`config.mk`:
```
export PLATFORM = sky130hd
export DESIGN_NAME = blac_front
export DESIGN_NICKNAME = d
export VERILOG_FILES = /design/src/hdl/blac_pkg.sv /design/src/hdl/blac_front.sv
export SDC_FILE = /design/constraint.sdc
export NUM_CORES = 1
export LEC_CHECK = 0
export ABC_AREA = 1
export BUFFER_PORTS_ARGS = -buffer_cell sky130_fd_sc_hd__buf_2
export CORE_MARGIN = 5
export CORE_UTILIZATION = 40
export DETAILED_ROUTE_END_ITERATION = 6
export PLACE_DENSITY = 0.74
export SLEW_MARGIN = 15
export SYNTH_ARGS = -nofsm -noshare
export SYNTH_HDL_FRONTEND = slang
export SYNTH_SLANG_ARGS = --single-unit
```
`constraint.sdc`:
```
create_clock -name clk_i -period 3.46 [get_ports clk_i]
set_input_delay 0 -clock clk_i [delete_from_list [all_inputs] [get_ports clk_i]]
set_output_delay 0 -clock clk_i [all_outputs]
set_load 0.005 [all_outputs]
```
`src/hdl/blac_pkg.sv`:
```
// Shared types, codes and constants of the binned lag autocorrelation unit.
`default_nettype none
package blac_pkg;

  localparam int unsigned TimeW  = 32;
  localparam int unsigned ValW   = 16;
  localparam int unsigned IdxW   = 10;
  localparam int unsigned CountW = 11;
  localparam int unsigned CorrW  = 24;
  localparam int unsigned SumW   = 56;
  localparam int unsigned FracW  = 16;
  localparam int unsigned DvdW   = SumW + FracW;
  localparam int unsigned DvsW   = SumW;
  localparam int unsigned DivCntW = $clog2(DvdW);

  // bin store depth, tied to the index and count port widths
  localparam int unsigned MaxBins = 1024;

  // error flag bit positions
  localparam int unsigned FlOrder = 0;
  localparam int unsigned FlSat   = 1;
  localparam int unsigned FlZero  = 2;
  localparam int unsigned FlMax   = 3;

  localparam logic signed [CorrW-1:0] CorrPosMax = {1'b0, {(CorrW-1){1'b1}}};
  localparam logic signed [CorrW-1:0] CorrNegMin = {1'b1, {(CorrW-1){1'b0}}};

  typedef enum logic [2:0] {
    ST_OK       = 3'd0,
    ST_ORDER    = 3'd1,
    ST_SAT      = 3'd2,
    ST_ZERO     = 3'd3,
    ST_MAXLAG   = 3'd4,
    ST_NOTREADY = 3'd5
  } status_e;

  typedef enum logic [1:0] {
    OP_LOAD,
    OP_LOAD_LAST,
    OP_READ
  } op_e;

  typedef struct packed {
    op_e                     op;
    logic [TimeW-1:0]        sample_time;
    logic signed [ValW-1:0]  sample_value;
    logic [IdxW-1:0]         bin_index;
  } cmd_t;

  function automatic status_e flag_status(input logic [3:0] flags);
    status_e s;
    if (flags[FlOrder]) s = ST_ORDER;
    else if (flags[FlZero]) s = ST_ZERO;
    else if (flags[FlMax]) s = ST_MAXLAG;
    else if (flags[FlSat]) s = ST_SAT;
    else s = ST_OK;
    return s;
  endfunction

endpackage
`default_nettype wire

```
`src/hdl/blac_front.sv`:
```
// Command front end: classifies accepted items and queues them for the back end.
`default_nettype none
module blac_front import blac_pkg::*; (
  input  wire logic                   clk_i,
  input  wire logic                   rst_ni,
  input  wire logic                   start_i,
  input  wire logic                   mode_i,
  input  wire logic [TimeW-1:0]       sample_time_i,
  input  wire logic signed [ValW-1:0] sample_value_i,
  input  wire logic                   last_sample_i,
  input  wire logic [IdxW-1:0]        bin_index_i,
  output logic                        busy_o,
  output logic                        cmd_valid_o,
  output cmd_t                        cmd_o,
  input  wire logic                   cmd_pop_i
);

  cmd_t       fifo_q [2];
  logic       wr_q, rd_q;
  logic [1:0] fill_q;
  logic       push;
  cmd_t       cmd_in;

  always_comb begin
    cmd_in.sample_time  = sample_time_i;
    cmd_in.sample_value = sample_value_i;
    cmd_in.bin_index    = bin_index_i;
    if (mode_i) cmd_in.op = OP_READ;
    else if (last_sample_i) cmd_in.op = OP_LOAD_LAST;
    else cmd_in.op = OP_LOAD;
  end

  assign push        = start_i && !busy_o;
  assign busy_o      = fill_q == 2'd2;
  assign cmd_valid_o = fill_q != 2'd0;
  assign cmd_o       = fifo_q[rd_q];

  always_ff @(posedge clk_i or negedge rst_ni) begin
    if (!rst_ni) begin
      wr_q   <= 1'b0;
      rd_q   <= 1'b0;
      fill_q <= 2'd0;
    end else begin
      if (push) wr_q <= !wr_q;
      if (cmd_pop_i) rd_q <= !rd_q;
      if (push && !cmd_pop_i) fill_q <= fill_q + 2'd1;
      else if (!push && cmd_pop_i) fill_q <= fill_q - 2'd1;
    end
  end

  always_ff @(posedge clk_i) begin
    if (push) fifo_q[wr_q] <= cmd_in;
  end

endmodule
`default_nettype wire

```
# Word level (Yosys, flattened, before mapping)
# Memory sizes are Yosys's and may differ from the RTL's.
# Cells that the tools add are included.
# op_classes
n_addsub	2
eq_ne	1
mux	6
reduce_logical	10
# op_table
cell	n
$mux W2	3
$logic_not A1 Y1	5
$reduce_bool A2 Y1	2
$logic_and A1 B1 Y1	3
$mux W1	3
$add A2 B1 Y2 const B	1
$eq A2 B2 Y1 const B	1
$sub A2 B1 Y2 const B	1
# totals
regBits	4
ramBits	120
in_bits	64
output_inout_bits	62
wordCells	23
n_memories	1
# memory_table
memory	words	width	read_ports	rd_ports_with_merged_regs	wr	line	text
fifo_q	2	60	1	0	1	blac_front.sv:18	cmd_t fifo_q [2];

# Logic depth before layout (Yosys ltp)
# Gate-level depths: netlist of the first run.
# depth
depth_word	7
depth_mapped	9
ltp_nobuf	9

# Worst setup path before layout of the first run
# No wires, ideal clock.
# synth_timing
path_type	register to register
startpoint	register fill_q[1]
endpoint	memory fifo_q[1][0] (netlist bit) (enable)
setup_time_ns	0.478
t_arrival_ns	3.069
required_ns	2.982
path_slack_ns	-0.087
stages_incl_launch_ff	4
n_path_buf	0
synth_period_minus_slack_ns	3.547
cell_sequence	dfrtp_1 inv_1 o21ai_0 nor2_1
# synth_via
elab_chain_cells	5
# synth_lines
element	line	text
from (decl)	blac_front.sv:20	logic [1:0] fill_q;
from (signal assigned)	blac_front.sv:46	if (push && !cmd_pop_i) fill_q <= fill_q + 2'd1;
from (signal assigned)	blac_front.sv:47	else if (!push && cmd_pop_i) fill_q <= fill_q - 2'd1;
$eq A2 B2 Y1	blac_front.sv:34	assign busy_o = fill_q == 2'd2;
$logic_not A1 Y1	blac_front.sv:33	assign push = start_i && !busy_o;
$logic_and A1 B1 Y1	blac_front.sv:33	
$mux W1	blac_front.sv:52	if (push) fifo_q[wr_q] <= cmd_in;
$mux W1 (implied by the code)	blac_front.sv:52	
to (decl)	blac_front.sv:18	
# No other way between the ends.

==> metrics.txt, run 1 <==
outcome finished, final reports clean; initial core utilization 40.61%; Post-synth top flop edfxtp_1; DR WL met2 4424 µm; Via Count 2596; relative slew slack 24.89%; critical path type reg -> out; chip width 120.2 µm; GRT Total Usage 12.88%; TritonCTS buffer count 17; vias in the first global route 2915; post-CTS sizing 0; first-pass GRT wire length 14100 µm; DR WL/cell 14.99 µm; Longest Clk Path Bufs 2; Placeable Area 11960 µm²; Min-Delay Path Class in -> reg; area share of the largest cell type after synthesis 74.19%; Initial DRC Count 96; met1 WL 3506 µm; htree depth 4; placer congestion estimate 0.7186; Post-synth ARST share 3.226%; Top Layer Used met4; Die ar. 14450 µm²; EDFF count, synth 120; CTS tree done; sequential area share after synthesis 76.25%; count of mapped cells out of synthesis 218; Synth Net Count 283; leading post-synthesis cells by cell area edfxtp_1 74%, mux2_4 18%, buf_12 2.5%; fill cell count 917; Worst Path Required 3.46 ns; setup TNS 0 ns; Ys Warns 0; final WL 8724 µm; Antenna Violating Nets Remaining 0; Worst VDD drop 347.5 µV; Ant. Diodes 0; global route overflow 0; Synth Cell Area 4857 µm²; CP max stage delay 1.17 ns; final hold vios 0; CTS Sinks 124; num rows 40; top cells by count, synth 120 x edfxtp_1, 59 x mux2_4, 9 x inv_1; Critical Path Start Type flop; First-pass DRT Iterations 4; P&R area growth vs syn 39.26%; largest net degree at the start of global routing 62; max-capacitance violation count 0; most common cell in the netlist edfxtp_1; final setup fails 0; Seq. cell area 3707 µm²; CP max stage cell dfrtp_4; crit path DAT 2.15 ns; crit path cell chain mux2_2 > buf_2; cell family with most CP delay flip-flops; Routed met3 length 628 µm; area of the multi-input gates 996.0 µm²; Fmax 464.2 MHz; Clock Latency Late Sink 0.41 ns; buffers added on ports 125; vias per cell 4.460; die height 120.2 µm; crit path max fanout 61; post-synth top area cell edfxtp_1; Power, Total 5.323 mW; min Tclk post-route 2.154 ns; clock-pin slew on the worst setup and hold paths 0.05 ns; Final Skew 0.007419 ns; leak pwr 2.787 nW; Worst Max-Slew Pin Slew 1.127 ns; Netlist cell types 15; Pwr Density 787.0 nW/µm²; fin crit share 62.26%; Slew Limit Fails 0; Mean Syn Cell Area 22.28 µm²; Crit. End Element output pin; clk root buf clkbuf_16; unrepaired setup endpoints after global routing false; drt drc 0; Final #Nets 487; Yosys reg bits 124; Crit path buffers/inverters 1; Top Ports 126; layout cells sized above 1 49.20%; initial antenna violation count 0
-- path summary, 6_finish.rpt --
path                            endpoint  cells past startpoint           start  slack [ns]
setup / recovery               cmd_o[52]                      2            rd_q        1.31
hold / removal              fifo_q[0][1]                      2  bin_index_i[1]        0.32
setup reg to reg           fifo_q[1][13]                      4       fill_q[1]        1.86
hold reg to reg                     wr_q                      2            wr_q        0.49
max in group asynchronous           rd_q                      3          rst_ni        2.77
min in group asynchronous      fill_q[1]                      3          rst_ni        0.49
-- sequential cells by signal (all words and copies together), names as in the netlist --
name and cells:
wr_q 1, rd_q 1, fill_q 2, fifo_q 120
-- stage by stage --
step | util, % | instance area, µm² | cells | hold WS (ns) | setup slack [ns]
6_report | 56.55 | 6764 | 582 | 0.3169 | 1.306
3_5_place_dp | 46.66 | 5582 | 486 | -0.1912 | 1.688
3_3_place_gp | 46.66 | 5582 | 486 | -0.1914 | 1.697
4_1_cts | 56.55 | 6764 | 582 | 0.2908 | 1.245
2_1_floorplan | - | 4860 | 218 | -0.2956 | 0.9042
5_1_grt | 56.55 | 6764 | 582 | 0.2997 | 1.203
-- cell families after synthesis --
logic type | synth area share, %
xor gates and xnor gates | 0.3607
muxes | 18.47
AOI/OAI and AO/OA | 0.1029
adders and majority gates | 0.2576
DFF | 76.25
and+or+nand+nor | 1.159
buffers and inverters | 3.400
-- worst reg2reg max path: stages (launching register included) --
cell and delay (ns):
dfrtp_1 0.38, inv_1 0.10, o21ai_0 0.18, nor2_4 0.17, buf_4 0.39
-- cells in the final DEF (no fill, tap or decap) --
cell	count
buf_12	1
buf_2	125
buf_4	2
bufinv_16	2
clkbuf_1	4
clkbuf_16	17
clkinv_1	5
clkinv_2	3
clkinvlp_4	1
dfrtp_1	3
dfrtp_4	1
dlygate4sd3_1	64
edfxtp_1	120
ha_1	1
inv_1	8
inv_2	1
mux2_2	1
mux2_4	59
nand2_1	8
nand3_1	1
nand4_1	1
nor2_1	3
nor2_4	1
o21ai_0	1
xnor2_1	1
xor2_1	1
-- where the power goes --
group | total (mW) | leakage [nW] | internal (mW) | switching [mW]
registers | 2.33 | 1.16 | 2.05 | 0.275
clock network | 1.60 | 0.262 | 1.04 | 0.565
logic | 1.39 | 1.36 | 0.875 | 0.518
-- per-layer routing --
layer / track usage [%] / up-vias
li1: - / 1253
met1: 13.44 / 1238
met2: 22.34 / 88
met3: 5.145 / 17
met4: 6.657 / 0
met5: 0 / -
-- cell type report --
cell class                 instances  share of cell area [%]
multi-input combinational         78                   14.72
tap                              147                   2.719
inverter                           9                  0.4994
timing repair buffer             192                   19.24
clock buffer                      21                   6.511
clock inverter                    11                   1.498
sequential                       124                   54.81
-- timing repair --
item	CTS	global route
setup buffers	0	0
endpoints found under the setup margin	0	0
endpoints found under the hold margin	126	0
hold buffers	64	0
No activity file was read; power rests on OpenSTA's default activity.
==> inputs of run 2 (changes only) <==
==> constraint.sdc (replaced) <==
create_clock -name clk_i -period 1.87 [get_ports clk_i]
set_input_delay 0 -clock clk_i [delete_from_list [all_inputs] [get_ports clk_i]]
set_output_delay 0 -clock clk_i [all_outputs]
set_load 0.005 [all_outputs]
==> run 2 against run 1 <==
Against the previous run:
- final area increased by 1.8%
- die area unchanged
- core utilization increased by 1.0 points
- largest power group unchanged
==> metrics.txt, run 2 (synthesis gave the netlist of run 1 again) <==
outcome finished, final reports clean; placer congestion estimate 0.6878 (-4.3%); Placeable Area 11960 µm² (unchanged); Worst Max-Slew Pin Slew 0.4253 ns (-0.7012 ns); crit path max fanout 14 (-77%); first-pass GRT wire length 14270 µm (+1.2%); critical path type reg -> out; min Tclk post-route 1.719 ns; Top Ports 126 (unchanged); Slew Limit Fails 0 (unchanged); CTS Sinks 124 (unchanged); htree depth 4 (unchanged); final WL 9079 µm (+4.1%); DR WL/cell 15.39 µm (+2.7%); Longest Clk Path Bufs 2 (unchanged); chip width 120.2 µm (unchanged); Via Count 2619 (+0.89%); Regs by FF count fifo_q x120, fill_q x2; clk root buf clkbuf_16; Critical R2R Capture fifo_q[0][25]; Clock Latency Late Sink 0.40 ns (about the same); post-CTS sizing 0 (unchanged); vias per cell 4.439 (-0.48%); Final Skew 0.005009 ns (-0.002410 ns); unrepaired setup endpoints after global routing false; Initial DRC Count 139 (+45%); Hold Path End wr_q; final setup fails 0 (unchanged); buffers added on ports 125 (unchanged); worst reg2reg setup slack 0.33 ns (-1.53 ns); Worst Hold Depth 5 (+3); leak pwr 2.838 nW (+1.8%); Worst VDD drop 824.6 µV (+140%); crit path DAT 1.72 ns (-0.43 ns); CTS tree done; die height 120.2 µm (unchanged); clock-pin slew on the worst setup and hold paths 0.05 ns (about the same); relative slew slack 71.34% (+46 points); commonest non-fill, non-tap cell in the layout buf_2; Pwr Density 1467 nW/µm² (+86%); Critical Path Start Type flop; Reg-to-Reg Start fill_q[1]; P&R area growth vs syn 41.73%; fill cell count 898 (-2.1%); Worst Path Required 1.87 ns (-1.59 ns); count of cells along the worst register-to-register path 6 (+2); area of the multi-input gates 998.5 µm² (+0.25%); fin util 57.55% (+1.0 points); Power, Total 10.10 mW (+90%); Min-Delay Path Class in -> reg; Die ar. 14450 µm² (unchanged); max reg flops 120 (unchanged); num rows 40 (unchanged); drt drc 0 (unchanged); global route overflow 0 (unchanged); vias in the first global route 2956 (+1.4%); Final #Nets 495 (+1.6%); Crit. End Element output pin; Reg with most FFs fifo_q; Fmax 581.9 MHz; DP HPWL 5876 µm; final hold vios 0 (unchanged); initial antenna violation count 1 (+1); worst hold start start_i; final hold slack 0.02643 ns (-0.2904 ns); GRT Total Usage 13.15% (+0.27 points); Seq. cell area 3707 µm² (unchanged); initial core utilization 40.61% (unchanged); max-capacitance violation count 0 (unchanged); largest net degree at the start of global routing 38 (-39%); layout cells sized above 1 50.68% (+1.5 points); Antenna Violating Nets Remaining 0 (unchanged); commonest non-fill, non-tap cells in the layout 125 x buf_2, 120 x edfxtp_1, 63 x dlygate4sd3_1, 59 x mux2_4, 17 x clkbuf_16; TritonCTS buffer count 17 (unchanged); fin crit share 91.91%; First-pass DRT Iterations 4 (unchanged)
-- run 2: timing repair --
action,in CTS,in global routing
buffers inserted,1,0
setup endpoints to repair,38,0
hold buffers,63,0
endpoints found under the hold margin,125,0
-- run 2: worst max path at each step --
stage,from,to,slack (ns),cells after the start
after floorplan,fill_q[0],fifo_q[0][0],-0.08,4
after global placement,fill_q[1],fifo_q[1][28],0.41,4
after detailed placement,fill_q[1],fifo_q[1][25],0.36,4
after CTS,rd_q,cmd_o[48],0.10,3
after global routing,rd_q,cmd_o[41],0.06,3
final,rd_q,cmd_o[36],0.15,3
-- run 2: stage by stage --
stage | instance area [µm²] | TNS (ns) | setup WS, ns | instances
6_report | 6884 | 0 | 0.1514 | 590
5_1_grt | 6884 | 0 | 0.06367 | 590
4_1_cts | 6882 | 0 | 0.1046 | 589
3_5_place_dp | 5698 | 0 | 0.3612 | 494
3_3_place_gp | 5698 | 0 | 0.4128 | 494
2_1_floorplan | 4871 | -9.398 | -0.08412 | 218
-- run 2: final cells by class --
cell class / instances / area share, %
diodes: 1 / 0.03635
clock buffers: 19 / 6.289
multi-input cells: 78 / 14.50
inverters: 9 / 0.5453
repair buffers: 200 / 20.57
flip-flops and latches: 124 / 53.85
clock inverters: 12 / 1.527
well taps: 147 / 2.672
-- run 2: metal layers --
layer  GRT usage, %  share of wire (%)  up-vias
met5              0                  0        -
met4          6.800                2.0        0
met3          4.911                6.8       15
met2          22.16                 51       92
met1          14.52                 40     1241
li1               -                  -     1271
-- run 2: worst max-delay path, cell delays in order, from the launching register on --
cell and delay, ns:
dfrtp_4 0.62, buf_8 0.24, mux2_4 0.32, buf_2 0.13
-- run 2: power by group --
group / switching (mW) / internal, mW
Combinational: 1.31 / 1.79
Clock: 1.04 / 1.91
Sequential: 0.251 / 3.80
==> inputs of run 3 (changes only) <==
--- a/config.mk
+++ b/config.mk
@@ -6,7 +6,7 @@
 export NUM_CORES = 1
 export LEC_CHECK = 0
 export ABC_AREA = 1
-export BUFFER_PORTS_ARGS = -buffer_cell sky130_fd_sc_hd__buf_2
+export BUFFER_PORTS_ARGS = -buffer_cell sky130_fd_sc_hd__buf_4
 export CORE_MARGIN = 5
 export CORE_UTILIZATION = 40
 export DETAILED_ROUTE_END_ITERATION = 6
==> run 3 against run 2 <==
Against the previous run:
- global-route usage is 0.47 points higher
- non-clock buffer count is 3 lower
- setup slack better by 0.010 ns
- fmax is 0.61% higher
- sequential power about the same
- clock skew increased by 0.0031 ns
==> metrics.txt, run 3 (synthesis gave the netlist of run 1 again) <==
die height 120.2 µm (unchanged); cell family with most CP delay flip-flops; crit path cell chain buf_4 > mux2_4 > buf_4; fin crit share 91.35% (-0.56 points); DP HPWL 5931 µm (+0.93%); min Tclk post-route 1.708 ns (-0.01041 ns); P&R area growth vs syn 48.58%; placer congestion estimate 0.7030 (+2.2%); fin util 60.33% (+2.8 points); relative slew slack 71.75% (+0.40 points); num rows 40 (unchanged); chip width 120.2 µm (unchanged); commonest non-fill, non-tap cells in the layout 128 x buf_4, 120 x edfxtp_1, 63 x dlygate4sd3_1, 59 x mux2_4, 17 x clkbuf_16; finished layout cell area 7217 µm² (+4.8%); final WL 9344 µm (+2.9%); Min-Delay Path Class in -> reg; global route overflow 0 (unchanged); First-pass DRT Iterations 4 (unchanged); Via Count 2640 (+0.80%); Pwr Density 1484 nW/µm² (+1.1%); buffers added on ports 125 (unchanged); clock-pin slew on the worst setup and hold paths 0.05 ns (about the same); Clock Latency Late Sink 0.40 ns (about the same); Placeable Area 11960 µm² (unchanged); Regs by FF count fifo_q x120, fill_q x2; final setup fails 0 (unchanged); Reg with most FFs fifo_q; Longest Clk Path Bufs 2 (unchanged); htree depth 4 (unchanged); fill cell count 843 (-6.1%); CTS tree done; Antenna Violating Nets Remaining 0 (unchanged); vias in the first global route 3011 (+1.9%); Post-DP Area 5988 µm² (+5.1%); Top Ports 126 (unchanged); GRT Total Usage 13.62% (+0.47 points); initial core utilization 40.61% (unchanged); Worst Hold Depth 4 (-1); DR WL/cell 15.95 µm (+3.6%); Critical Path Start Type flop; Worst Max-Slew Pin Slew 0.4194 ns (-0.005962 ns); post-CTS sizing 0 (unchanged); vias per cell 4.505 (+1.5%); max reg flops 120 (unchanged); Fmax 585.4 MHz (+0.61%); drt drc 0 (unchanged); critical path type reg -> out; worst hold start start_i; Slew Limit Fails 0 (unchanged); Worst VDD drop 785.1 µV (-4.8%); clk root buf clkbuf_16; layout cells sized above 1 50.91% (+0.23 points); Crit. End Element output pin; max-capacitance violation count 0 (unchanged); unrepaired setup endpoints after global routing false; Worst Path Required 1.87 ns (about the same); Crit path buffers/inverters 2 (unchanged); worst reg2reg setup slack 0.25 ns (-0.08 ns); Reg-to-Reg Start fill_q[1]; initial antenna violation count 1 (unchanged); crit-path most repeated cell buf_4; Final #Nets 492 (-0.61%); Initial DRC Count 154 (+11%); CP max stage delay 0.61 ns (about the same); leak pwr 2.959 nW (+4.3%); Hold Path End wr_q; CTS Sinks 124 (unchanged); CP max stage cell dfrtp_4; Die ar. 14450 µm² (unchanged); commonest non-fill, non-tap cell in the layout buf_4; crit path DAT 1.71 ns (about the same); Final Skew 0.008149 ns (+0.003140 ns); TritonCTS buffer count 17 (unchanged); largest net degree at the start of global routing 38 (unchanged); count of cells along the worst register-to-register path 6 (unchanged); final hold vios 0 (unchanged); first-pass GRT wire length 14950 µm (+4.7%); outcome finished, final reports clean; Critical R2R Capture fifo_q[0][32]; crit path max fanout 11 (-3)
## run 3: changes by cell type in the layout (fill, tap and decap cells not counted), sizes merged
cell,delta
buf,-3
bufinv,+2
clkinv,-2
clkinvlp,-1
## run 3: metrics by stage
stage               setup TNS, ns  setup slack [ns]  std cells  power (mW)  hold WS [ns]
global route                    0           0.09193        586       11.24       0.04542
detailed placement              0            0.2628        491       7.457       -0.1979
global placement                0            0.3580        491       7.376       -0.2019
finish                          0            0.1618        586       10.71       0.03892
floorplan                  -9.398          -0.08412        218       6.118       -0.2956
CTS                             0            0.1229        585       10.86       0.02670
## run 3: layout make-up
cell class	instances	area (µm²)	area share (%)
inverters	9	37.54	0.5201
repair buffers	197	1703	23.60
clock inverters	11	151.4	2.098
diodes	1	2.502	0.03467
multi-input cells	78	998.5	13.83
clock buffers	19	432.9	5.999
flip-flops and latches	124	3707	51.37
well taps	147	183.9	2.549
## run 3: per-layer routing
metal | GRT usage, % | up-vias | share of wire [%]
met1 | 14.81 | 1275 | 39
met2 | 24.03 | 90 | 53
met4 | 6.228 | 0 | 1.9
met3 | 4.537 | 18 | 6.5
li1 | - | 1257 | -
met5 | 0 | - | 0
## run 3: worst register-to-register path, cell delays in order (launching register included)
cell and delay (ns):
dfrtp_1 0.38, inv_1 0.13, nor2_2 0.07, nor2_1 0.15, nand2_1 0.13, clkinvlp_4 0.11
buf_4 0.31
## run 3: worst max path at each step
stage | from | to | cells past startpoint
5_1_grt | rd_q | cmd_o[38] | 3
3_5_place_dp | fill_q[1] | fifo_q[0][28] | 6
6_report | rd_q | cmd_o[22] | 3
4_1_cts | rd_q | cmd_o[22] | 3
2_1_floorplan | fill_q[0] | fifo_q[0][0] | 4
3_3_place_gp | fill_q[1] | fifo_q[0][28] | 6
## run 3: timing repair
action	CTS	global route
hold buffers	63	0
hold endpoints to repair	125	0
buffers inserted	1	0
setup endpoints to repair	4	0
## run 3: where the power goes
group | internal, mW | total [mW] | switching [mW]
combinational | 2.09 | 3.44 | 1.35
sequential | 3.80 | 4.04 | 0.244
clock | 2.19 | 3.23 | 1.04
